File: src/hdl/iaf_pkg.sv
// ----------------------------------------------------------------------------
// iaf_pkg
// Shared types, constants and helpers for the integer to ascii formatter.
// ----------------------------------------------------------------------------
package iaf_pkg;

    // format request codes
    localparam logic [1:0] REQ_DEC = 2'd0;
    localparam logic [1:0] REQ_HEX = 2'd1;
    localparam logic [1:0] REQ_PTR = 2'd2;

    // field widths
    localparam int REQ_W    = 2;
    localparam int VALUE_W  = 64;
    localparam int CHAR_W   = 8;
    localparam int COUNT_W  = 5;
    localparam int IN_TDATA_W  = ((REQ_W + VALUE_W + 7) / 8) * 8;
    localparam int OUT_TDATA_W = ((CHAR_W + COUNT_W + 7) / 8) * 8;

    // decimal conversion sizes
    localparam int DEC_BIN_W  = 32;
    localparam int DEC_DIGITS = 10;
    localparam int BCD_W      = DEC_DIGITS * 4;
    localparam int HEX_DIGITS = VALUE_W / 4;
    localparam int NDIG_W     = 5;

    // ascii codes used for prefixes
    localparam logic [CHAR_W-1:0] CH_ZERO  = 8'd48;
    localparam logic [CHAR_W-1:0] CH_MINUS = 8'd45;
    localparam logic [CHAR_W-1:0] CH_X     = 8'd120;

    // status of the shift-and-add-3 converter
    typedef struct packed {
        logic busy;
        logic done;
    } iaf_dabble_stat_t;

    // one hex or bcd digit to its lower-case ascii code
    function automatic logic [CHAR_W-1:0] nibble_to_ascii(input logic [3:0] nib);
        logic [CHAR_W-1:0] res;
        if (nib < 4'd10)
        begin
            res = CH_ZERO + {4'd0, nib};
        end
        else
        begin
            res = 8'd87 + {4'd0, nib};
        end
        return res;
    endfunction

endpackage

File: src/hdl/iaf_dabble.sv
// ----------------------------------------------------------------------------
// iaf_dabble
// Iterative binary to bcd converter: one shift-and-add-3 step per cycle.
// ----------------------------------------------------------------------------
module iaf_dabble (
    input  logic                              clk,
    input  logic                              rst_n,
    input  logic                              start,
    input  logic [iaf_pkg::DEC_BIN_W-1:0]     bin,
    output iaf_pkg::iaf_dabble_stat_t         stat,
    output logic [iaf_pkg::BCD_W-1:0]         bcd
);
    import iaf_pkg::*;

    localparam int CNT_W = $clog2(DEC_BIN_W + 1);

    logic [DEC_BIN_W-1:0] bin_reg, bin_next;
    logic [BCD_W-1:0]     bcd_reg, bcd_next;
    logic [BCD_W-1:0]     adj;
    logic [CNT_W-1:0]     cnt_reg, cnt_next;
    logic                 busy_reg, busy_next;
    logic                 done_reg, done_next;

    // add 3 to every digit of 5 or more
    always_comb
    begin
        for (int d = 0; d < DEC_DIGITS; d++)
        begin
            if (bcd_reg[d*4 +: 4] >= 4'd5)
            begin
                adj[d*4 +: 4] = bcd_reg[d*4 +: 4] + 4'd3;
            end
            else
            begin
                adj[d*4 +: 4] = bcd_reg[d*4 +: 4];
            end
        end
    end

    // step sequencing
    always_comb
    begin
        bin_next  = bin_reg;
        bcd_next  = bcd_reg;
        cnt_next  = cnt_reg;
        busy_next = busy_reg;
        done_next = 1'b0;
        if (start)
        begin
            bin_next  = bin;
            bcd_next  = '0;
            cnt_next  = CNT_W'(DEC_BIN_W);
            busy_next = 1'b1;
        end
        else if (busy_reg)
        begin
            bcd_next = {adj[BCD_W-2:0], bin_reg[DEC_BIN_W-1]};
            bin_next = {bin_reg[DEC_BIN_W-2:0], 1'b0};
            cnt_next = cnt_reg - 1'b1;
            if (cnt_reg == CNT_W'(1))
            begin
                busy_next = 1'b0;
                done_next = 1'b1;
            end
        end
    end

    // control registers
    always_ff @(posedge clk or negedge rst_n)
    begin
        if (!rst_n)
        begin
            cnt_reg  <= '0;
            busy_reg <= 1'b0;
            done_reg <= 1'b0;
        end
        else
        begin
            cnt_reg  <= cnt_next;
            busy_reg <= busy_next;
            done_reg <= done_next;
        end
    end

    // datapath registers
    always_ff @(posedge clk)
    begin
        bin_reg <= bin_next;
        bcd_reg <= bcd_next;
    end

    assign stat.busy = busy_reg;
    assign stat.done = done_reg;
    assign bcd       = bcd_reg;

    // step count stays in range and is zero when idle
    a_cnt_range: assert property (@(posedge clk) disable iff (!rst_n)
        cnt_reg <= CNT_W'(DEC_BIN_W))
        else $error("dabble step count out of range");

    a_idle_cnt: assert property (@(posedge clk) disable iff (!rst_n)
        !busy_reg |-> cnt_reg == '0)
        else $error("dabble idle with steps left");

    a_done_after_busy: assert property (@(posedge clk) disable iff (!rst_n)
        done_reg |-> $past(busy_reg))
        else $error("dabble done without a conversion");

endmodule

File: src/hdl/integer_to_ascii_formatter_top.sv
// ----------------------------------------------------------------------------
// integer_to_ascii_formatter_top
// Formats one value as signed decimal, hex or 0x-prefixed hex, one ascii
// character per output transaction, most significant first.
// ----------------------------------------------------------------------------
// Flow: decimal passes through the bcd converter, then skips leading zeros
//   one per cycle (up to 9) before emitting; hex and pointer go straight to
//   skipping leading zeros and then emit from the output register.
// Throughput: one item at a time; characters leave at one per cycle while
//   the output is not stalled, and input reopens once the last one is taken.
// Reset: rst_n clears the sequencer, converter and output valid; no item
//   is in flight afterwards and the block is ready at once.
module integer_to_ascii_formatter_top (
    input  logic                             clk,
    input  logic                             rst_n,
    input  logic                             s_axis_tvalid,
    output logic                             s_axis_tready,
    // req_type[1:0], value[65:2], zero pad
    input  logic [iaf_pkg::IN_TDATA_W-1:0]   s_axis_tdata,
    output logic                             m_axis_tvalid,
    input  logic                             m_axis_tready,
    // char_code[7:0], char_count[12:8], zero pad
    output logic [iaf_pkg::OUT_TDATA_W-1:0]  m_axis_tdata,
    // last_char
    output logic                             m_axis_tlast
);
    import iaf_pkg::*;

    typedef enum logic [1:0] {
        ST_IDLE,
        ST_CONV,
        ST_TRIM,
        ST_EMIT
    } state_t;

    state_t                state_reg, state_next;
    logic [VALUE_W-1:0]    digits_reg, digits_next;
    logic [NDIG_W-1:0]     ndig_reg, ndig_next;
    logic [2*CHAR_W-1:0]   pre_reg, pre_next;
    logic [1:0]            pre_n_reg, pre_n_next;
    logic [COUNT_W-1:0]    count_reg, count_next;
    logic                  ovalid_reg, ovalid_next;
    logic [CHAR_W-1:0]     ochar_reg, ochar_next;
    logic                  olast_reg, olast_next;

    logic [REQ_W-1:0]      in_req;
    logic [VALUE_W-1:0]    in_value;
    logic [DEC_BIN_W-1:0]  low, mag;
    logic                  accept;
    logic                  out_free;
    logic                  dab_start;
    iaf_dabble_stat_t      dab_stat;
    logic [BCD_W-1:0]      dab_bcd;

    // input unpacking and magnitude of the decimal operand
    assign in_req   = s_axis_tdata[REQ_W-1:0];
    assign in_value = s_axis_tdata[REQ_W +: VALUE_W];
    assign low      = in_value[DEC_BIN_W-1:0];
    assign mag      = low[DEC_BIN_W-1] ? (~low + 1'b1) : low;

    // new item only once the previous run's last character has left
    assign s_axis_tready = (state_reg == ST_IDLE) && !ovalid_reg;
    assign accept        = s_axis_tvalid && s_axis_tready;
    assign out_free      = !ovalid_reg || m_axis_tready;
    assign dab_start     = accept && (in_req == REQ_DEC);

    iaf_dabble u_dabble (
        .clk   (clk),
        .rst_n (rst_n),
        .start (dab_start),
        .bin   (mag),
        .stat  (dab_stat),
        .bcd   (dab_bcd)
    );

    // sequencer: capture, convert, skip leading zeros, emit
    always_comb
    begin
        state_next  = state_reg;
        digits_next = digits_reg;
        ndig_next   = ndig_reg;
        pre_next    = pre_reg;
        pre_n_next  = pre_n_reg;
        count_next  = count_reg;
        ovalid_next = ovalid_reg;
        ochar_next  = ochar_reg;
        olast_next  = olast_reg;

        // output register drains on a transaction
        if (ovalid_reg && m_axis_tready)
        begin
            ovalid_next = 1'b0;
        end

        unique case (state_reg)
            ST_IDLE:
            begin
                if (accept)
                begin
                    count_next = '0;
                    unique case (in_req)
                        REQ_DEC:
                        begin
                            pre_next   = {CH_MINUS, CH_ZERO};
                            pre_n_next = low[DEC_BIN_W-1] ? 2'd1 : 2'd0;
                            state_next = ST_CONV;
                        end
                        REQ_HEX:
                        begin
                            digits_next = in_value;
                            ndig_next   = NDIG_W'(HEX_DIGITS);
                            pre_n_next  = 2'd0;
                            state_next  = ST_TRIM;
                        end
                        REQ_PTR:
                        begin
                            digits_next = in_value;
                            ndig_next   = NDIG_W'(HEX_DIGITS);
                            pre_next    = {CH_ZERO, CH_X};
                            pre_n_next  = 2'd2;
                            state_next  = ST_TRIM;
                        end
                        default:
                        begin
                            // unused format code, nothing to emit
                            state_next = ST_IDLE;
                        end
                    endcase
                end
            end
            ST_CONV:
            begin
                if (dab_stat.done)
                begin
                    digits_next = {dab_bcd, {(VALUE_W-BCD_W){1'b0}}};
                    ndig_next   = NDIG_W'(DEC_DIGITS);
                    state_next  = ST_TRIM;
                end
            end
            ST_TRIM:
            begin
                // drop one leading zero digit a cycle, keep at least one
                if (ndig_reg > NDIG_W'(1) && digits_reg[VALUE_W-1 -: 4] == 4'd0)
                begin
                    digits_next = {digits_reg[VALUE_W-5:0], 4'd0};
                    ndig_next   = ndig_reg - 1'b1;
                end
                else
                begin
                    state_next = ST_EMIT;
                end
            end
            ST_EMIT:
            begin
                if (out_free)
                begin
                    ovalid_next = 1'b1;
                    count_next  = count_reg + 1'b1;
                    if (pre_n_reg != 2'd0)
                    begin
                        ochar_next = pre_reg[2*CHAR_W-1 -: CHAR_W];
                        olast_next = 1'b0;
                        pre_next   = {pre_reg[CHAR_W-1:0], {CHAR_W{1'b0}}};
                        pre_n_next = pre_n_reg - 1'b1;
                    end
                    else
                    begin
                        ochar_next  = nibble_to_ascii(digits_reg[VALUE_W-1 -: 4]);
                        olast_next  = (ndig_reg == NDIG_W'(1));
                        digits_next = {digits_reg[VALUE_W-5:0], 4'd0};
                        ndig_next   = ndig_reg - 1'b1;
                        if (ndig_reg == NDIG_W'(1))
                        begin
                            state_next = ST_IDLE;
                        end
                    end
                end
            end
            default:
            begin
                state_next = ST_IDLE;
            end
        endcase
    end

    // state and registered outputs
    always_ff @(posedge clk or negedge rst_n)
    begin
        if (!rst_n)
        begin
            state_reg  <= ST_IDLE;
            ovalid_reg <= 1'b0;
            count_reg  <= '0;
            pre_n_reg  <= '0;
            ndig_reg   <= '0;
        end
        else
        begin
            state_reg  <= state_next;
            ovalid_reg <= ovalid_next;
            count_reg  <= count_next;
            pre_n_reg  <= pre_n_next;
            ndig_reg   <= ndig_next;
        end
    end

    // payload registers
    always_ff @(posedge clk)
    begin
        digits_reg <= digits_next;
        pre_reg    <= pre_next;
        ochar_reg  <= ochar_next;
        olast_reg  <= olast_next;
    end

    // output packing
    assign m_axis_tvalid = ovalid_reg;
    assign m_axis_tlast  = olast_reg;
    assign m_axis_tdata  = {{(OUT_TDATA_W-CHAR_W-COUNT_W){1'b0}}, count_reg, ochar_reg};

    // a character always carries a nonzero running count
    a_count_nonzero: assert property (@(posedge clk) disable iff (!rst_n)
        ovalid_reg |-> count_reg != '0)
        else $error("character with zero count");

    // no run exceeds the longest pointer string
    a_count_max: assert property (@(posedge clk) disable iff (!rst_n)
        count_reg <= COUNT_W'(HEX_DIGITS + 2))
        else $error("character count too large");

    // emitting always has a digit left
    a_emit_digits: assert property (@(posedge clk) disable iff (!rst_n)
        state_reg == ST_EMIT |-> ndig_reg != '0)
        else $error("emit with no digits left");

    // trimming stops on a nonzero digit or the single last digit
    a_trim_done: assert property (@(posedge clk) disable iff (!rst_n)
        (state_reg == ST_EMIT && $past(state_reg) == ST_TRIM) |->
            (ndig_reg == NDIG_W'(1) || digits_reg[VALUE_W-1 -: 4] != 4'd0))
        else $error("leading zero left after trim");

endmodule
File: config.mk
export PLATFORM = sky130hd
export DESIGN_NAME = integer_to_ascii_formatter_top
export DESIGN_NICKNAME = d
export VERILOG_FILES = /design/src/hdl/iaf_pkg.sv /design/src/hdl/iaf_dabble.sv /design/src/hdl/integer_to_ascii_formatter_top.sv
export SDC_FILE = /design/constraint.sdc
export NUM_CORES = 1
export LEC_CHECK = 0
export CORE_AREA = 2 2 147 149
export CTS_BUF_LIST = sky130_fd_sc_hd__clkbuf_8 sky130_fd_sc_hd__clkbuf_16
export CTS_CLUSTER_DIAMETER = 100
export DETAILED_ROUTE_END_ITERATION = 8
export DIE_AREA = 0 0 149 151
export DONT_BUFFER_PORTS = 1
export GPL_TIMING_DRIVEN = 0
export PLACE_DENSITY_LB_ADDON = 0.15
export RECOVER_POWER = 100
export SYNTH_ARGS = -nofsm -noshare
export SYNTH_HDL_FRONTEND = slang
export SYNTH_SLANG_ARGS = --single-unit
File: constraint.sdc
create_clock -name clk -period 2.9 [get_ports clk]
set_clock_uncertainty 0.2 [all_clocks]
set_input_delay 0.145 -clock clk [delete_from_list [all_inputs] [get_ports clk]]
set_output_delay 0.145 -clock clk [all_outputs]
set_load 0.1 [all_outputs]
==> After elaboration in Yosys (flattened, before gate mapping) <==
Cells that the tools add are included.
W data, S select, Z words.
{ "word_totals": {"register_bits": 184, "in_bits": 76, "out_inout_bits": 19, "elab_cells": 144} }
{ "classes": {"add_sub_neg": 17, "magnitude_cmp": 12, "eq_ne": 18, "n_mux": 62, "bitwise_logic": 1, "reduce_logical": 20} }
{ "ops": {"columns": ["operator", "n"], "rows": [
  ["$mux W64", 6],
  ["$pmux W64 S4", 1],
  ["$mux W32", 3],
  ["$pmux W16 S2", 2],
  ["$mux W16", 3],
  ["$ge A4 B3 Y1 const B", 10],
  ["$mux W5", 8],
  ["$add A4 B2 Y4 const B", 9],
  ["$mux W4", 9],
  ["$add A32 B1 Y32 const B", 1],
  ["$not A32 Y32", 1],
  ["$pmux W5 S4", 1],
  ["$mux W2", 9],
  ["$mux W8", 2],
  ["$ne A2 B2 Y1 const B", 8],
  ["$mux W6", 2],
  ["$reduce_and A6 Y1", 2],
  ["$mux W1", 10],
  ["$pmux W5 S2", 1],
  ["$reduce_and A5 Y1", 2],
  ["$add A7 B4 Y8 const A", 1],
  ["$pmux W2 S2", 2],
  ["$pmux W2 S4", 1],
  ["$add A6 B4 Y7 const A", 1],
  ["25 further kinds", 35]
]} }

==> Depth between registers and ports, before layout <==
{ "depth": {"ltp_word": 5, "ltp_mapped": 9, "ltp_nobuf": 7} }

==> Hierarchy <==
Synthesis repeated with hierarchy kept, for this count alone.
{ "unflattened": {"hier_cells": 966, "area_unflattened_um2": 9748.1} }
{ "by_module_without_submodules": {"columns": ["mod", "n_inst", "cells_each", "area_each_um2", "seq_area_each_um2"], "rows": [
  ["integer_to_ascii_formatter_top", 1, 551, 5542.8, 2747.6],
  ["iaf_dabble", 1, 415, 4205.3, 1961.9]
]} }

==> Least setup slack after synthesis <==
Ideal clock, no wire load.
{ "synth_path": {"path_kind": "flip-flop to flip-flop", "startpoint": "reg ovalid_reg, in the netlist m_axis_tvalid", "endpoint": "reg u_dabble.bin_reg[0], enable pin", "setup_ps": 389, "arrival_time_ps": 3601, "t_required_ps": 2311, "setup_slack_ps": -1290, "path_stages_with_launch": 6, "period_less_slack_ps": 4190, "cell_sequence": "dfrtp_1 nor2_1 nand3_1 clkbuf_1 clkbuf_1 nand2_1"} }
{ "synth_via": {"elab_chain_len": 5} }
{ "synth_rtl": {"columns": ["item", "line_no", "rtl"], "rows": [
  ["start, declared", "integer_to_ascii_formatter_top.sv:42", "logic ovalid_reg, ovalid_next;"],
  ["start signal, assigned", "integer_to_ascii_formatter_top.sv:200", "ovalid_reg <= ovalid_next;"],
  ["$logic_not A1 Y1", "integer_to_ascii_formatter_top.sv:62", "assign s_axis_tready = (state_reg == ST_IDLE) && !ovalid_reg;"],
  ["$logic_and A1 B1 Y1", "integer_to_ascii_formatter_top.sv:62", null],
  ["via s_axis_tready", "integer_to_ascii_formatter_top.sv:17", "output logic s_axis_tready,"],
  ["$logic_and A1 B1 Y1", "integer_to_ascii_formatter_top.sv:63", "assign accept = s_axis_tvalid && s_axis_tready;"],
  ["$logic_and A1 B1 Y1", "integer_to_ascii_formatter_top.sv:65", "assign dab_start = accept && (in_req == REQ_DEC);"],
  ["$reduce_bool A2 Y1 (no source line)", null, null],
  ["end signal, assigned", "iaf_dabble.sv:88", "bin_reg <= bin_next;"],
  ["end, declared", "iaf_dabble.sv:17", "logic [DEC_BIN_W-1:0] bin_reg, bin_next;"]
]} }
The timed path passes the listed nets, and every way through them passes these cells.
A chain may end at the register's enable or synchronous reset.

==> Worst setup path in the final report <==
{ "layout_path": {"startpoint": "reg state_reg[1]", "endpoint": "reg u_dabble.bcd_reg[34], in the netlist u_dabble.bcd[34]"} }
{ "layout_via": {"elab_chain_len": 4} }
{ "layout_rtl": {"columns": ["item", "line_no", "rtl"], "rows": [
  ["start, declared", "integer_to_ascii_formatter_top.sv:36", "state_t state_reg, state_next;"],
  ["start signal, assigned", "integer_to_ascii_formatter_top.sv:199", "state_reg <= state_next;"],
  ["$logic_not A2 Y1", "integer_to_ascii_formatter_top.sv:62", null],
  ["$logic_and A1 B1 Y1", "integer_to_ascii_formatter_top.sv:62", null],
  ["via s_axis_tready", "integer_to_ascii_formatter_top.sv:17", null],
  ["$logic_and A1 B1 Y1", "integer_to_ascii_formatter_top.sv:63", null],
  ["$logic_and A1 B1 Y1", "integer_to_ascii_formatter_top.sv:65", null],
  ["end signal, assigned", "iaf_dabble.sv:89", "bcd_reg <= bcd_next;"],
  ["end, declared", "iaf_dabble.sv:18", "logic [BCD_W-1:0] bcd_reg, bcd_next;"]
]} }
The timed path passes the listed nets, and every way through them passes these cells.

==> flow_summary_export.csv <==
group,metric,value,unit
routing,ant_nets,0,
clocking,path_clk_slew,0.07,ns
final_layout,largest_reg_flops,64,
synth,yosysSeqAreaShare,51.1,%
clocking,cts_tree,"yes",
placed_design,place_ws,-0.551,ns
setup_path,cp_cell_sequence,"inv_2 -> ha_4 -> inv_2 -> nor2_4 -> and3_1 -> clkbuf_2 -> clkbuf_2 -> nor2_1",
sta,hold_viol_final,0,
routing,drt_iter0_drc,649,
setup_path,worstSetupPathType,"flop to flop",
synth,syn_area,9220,um2
floorplan,start_util,44.3,%
floorplan,core.rowCount,53,
pwr,powerDensity,1250,nW/um2
final_layout,final_cells,1325,
setup_path,crit_fanout,10,
floorplan,coreArea,20800,um2
sta,rsz0062_at_grt,"false",
setup_path,arrival,2.88,ns
final_layout,layout_common_cells,"nand2_1 (153), o21ai_0 (128), edfxtp_1 (111)",
final_layout,layout-drive-gt1-share,6.67,%
setup_path,critPathBufInv,4,
global_route,grt_start_max_net_pins,29,
setup_path,path_delay_family,"simple AND/OR/NAND/NOR gates",
final_layout,area_delta_synth_final,18.9,%
hold_path,hold_path.class,"input port to flop",
clocking,cts.sinks,174,
pwr,totalPowerFinal,0.0137,W
synth,ys_types,58,
sta,setup_viol,0,
placed_design,dp_hpwl,17100,um
final_layout,utilization,52.6,%
placed_design,globalplace.congestion,0.836,
placed_design,dp.cells,1220,
floorplan,pin_count,95,
placed_design,portBuffers,0,
sta,period_needed,2.77,ns
clocking,root_buffer,"clkbuf_16",
routing,drt-vias-per-instance,5.51,
floorplan,dieHeight,151,um
routing,first_pass_iters,5,
synth,netlist_instances,940,
global_route,grtUsageTotal,23.7,%
synth,synth-seq-cells,174,
pwr,vdd_drop_max,613,uV
clocking,insertion_delay,0.43,ns
global_route,grt_remaining_overflow,0,
setup_path,cp_slowest_stage_delay,0.53,ns
sta,max_freq,361,MHz
clocking,cts_inserted_buffers,17,
synth,synth-edff-count,111,
global_route,grt_antenna_before_repair,0,
setup_path,worstSetupStartpointType,"flop",
final_layout,final_common_cell,"nand2_1",
setup_path,cp_slowest_cell,"nor2_4",
clocking,h-tree-depth,4,
routing,drc,0,
global_route,grt_pass1_wl,40300,um
synth,ys_warn_count,0,
clocking,cts_buffer_depth,2,
status,status,"completed",
setup_path,cp.required,3.00,ns
floorplan,die_area,22500,um2
final_layout,num_antenna_cells,0,
synth,syn_avg_cell_area,9.81,um2
sta,worst_slew_pin_slew,1.34,ns
sta,max_slew_margin,11.0,%
setup_path,end_kind,"flop",
final_layout,nets,1149,
synth,synth_flop_cell,"edfxtp_1",
floorplan,die_w,149,um
routing,drt_wl_total,25900,um
sta,finalCritPeriodShare,95.6,%
routing,vias,7301,
sta,setup_slack,0.127,ns
final_layout,fin_area,11000,um2
synth,async_flop_share,13.2,%
global_route,grt_pass1_vias,7128,
flow_run,maxCapViolCount,0,
routing,wl_per_cell,19.5,um
placed_design,placed_area,9640,um2
pwr,p_leak,4.34,nW
sta,final-max-slew-violation-count,0,
## worst register-to-register path, stage by stage (launching register included)
cell      delay (ns)
dfrtp_1         0.45
inv_2           0.13
ha_4            0.18
inv_2           0.11
nor2_4          0.53
and3_1          0.30
clkbuf_2        0.31
clkbuf_2        0.35
nor2_1          0.08
## cells in the mapped netlist (all sizes together), types with 2 or more instances
master	instances	share of area [%]
a211o	3	0.29
a211oi	10	0.81
a21oi	36	2.0
a22oi	40	3.3
a31oi	5	0.34
and2	4	0.27
buf	10	0.57
clkbuf	44	1.8
dfrtp	23	6.2
dfxtp	40	8.7
edfxtp	111	36
ha	36	4.9
inv	45	1.8
mux2i	38	4.1
nand2	154	6.3
nand2b	15	1.0
nand3	17	0.92
nand4	2	0.14
nand4b	2	0.19
nor2	53	2.2
nor2b	2	0.14
nor3	8	0.43
nor3b	9	0.73
nor4	9	0.91
o211ai	3	0.24
o21ai	128	6.9
o21ba	2	0.22
o221ai	2	0.19
o31ai	10	0.87
o41ai	6	0.77
or2	2	0.14
or3	8	0.60
xnor2	18	1.7
xor2	29	2.8
## where the power goes
part | internal [W] | switching [W] | leakage [nW]
Sequential | 0.00445 | 0.00122 | 1.72
Combinational | 0.00208 | 0.00371 | 2.32
Clock | 0.00129 | 0.000936 | 0.296
Total | 0.00781 | 0.00587 | 4.34
## cell families (layout without fill, tap and decap cells)
logic type | Yosys count | in the layout | synth area share, %
fa+ha+maj | 36 | 36 | 4.89
other cells | 1 | 4 | 0.0407
compound gates | 253 | 253 | 16.6
flops | 174 | 174 | 51.1
mux | 39 | 39 | 4.25
simple gates | 290 | 291 | 14.4
xor+xnor | 47 | 47 | 4.47
buf+inv | 100 | 206 | 4.23
## final cells by class
cell class | count | area [um2]
fillers | 1910 | 9860
flip-flops and latches | 174 | 4710
multi-input cells | 670 | 4190
repair buffers | 74 | 741
clock buffers | 19 | 453
well taps | 275 | 344
plain buffers | 54 | 245
inverters | 46 | 174
clock inverters | 13 | 108
## worst paths after layout
check                      slack, ns  cells past startpoint                             end                     startpoint
setup / recovery                0.13                      8   u_dabble.bcd[34]$_SDFFE_PP0P_       state_reg[1]$_DFFE_PN0P_
hold / removal                  0.01                      3  u_dabble.bin_reg[13]$_DFFE_PP_               s_axis_tdata[14]
setup reg to reg                0.13                      8   u_dabble.bcd[34]$_SDFFE_PP0P_       state_reg[1]$_DFFE_PN0P_
hold reg to reg                 0.29                      2   u_dabble.bcd[39]$_SDFFE_PP0P_  u_dabble.bcd[39]$_SDFFE_PP0P_
max in group asynchronous       0.92                      3         m_axis_tvalid$_DFF_PN0_                          rst_n
min in group asynchronous       0.62                      3        pre_n_reg[1]$_DFFE_PN0P_                          rst_n
## through the flow
stage,setup TNS (ns),hold slack [ns]
floorplan,0,-0.351
global placement,-95.74,-0.348
detailed placement,-37.98,-0.348
CTS,-0.0267,0.00144
global route,0,0.0192
finish,0,0.0127
## metal layers
metal	GRT usage (%)	wire, um	vias up
li1	-	-	3552
met1	32.0	11700	3483
met2	37.6	12000	228
met3	6.08	1650	38
met4	7.43	577	0
met5	0	0	-
## timing repair
action | 4_1_cts | 5_1_grt
gates cloned | 1 | 0
setup endpoints to repair | 149 | 96
hold buffers | 70 | 1
buffers inserted | 1 | 0
gates resized for setup | 18 | 7
pin swaps | 2 | 1
hold endpoints to repair | 126 | 1
(Power assumes the default switching activity.)
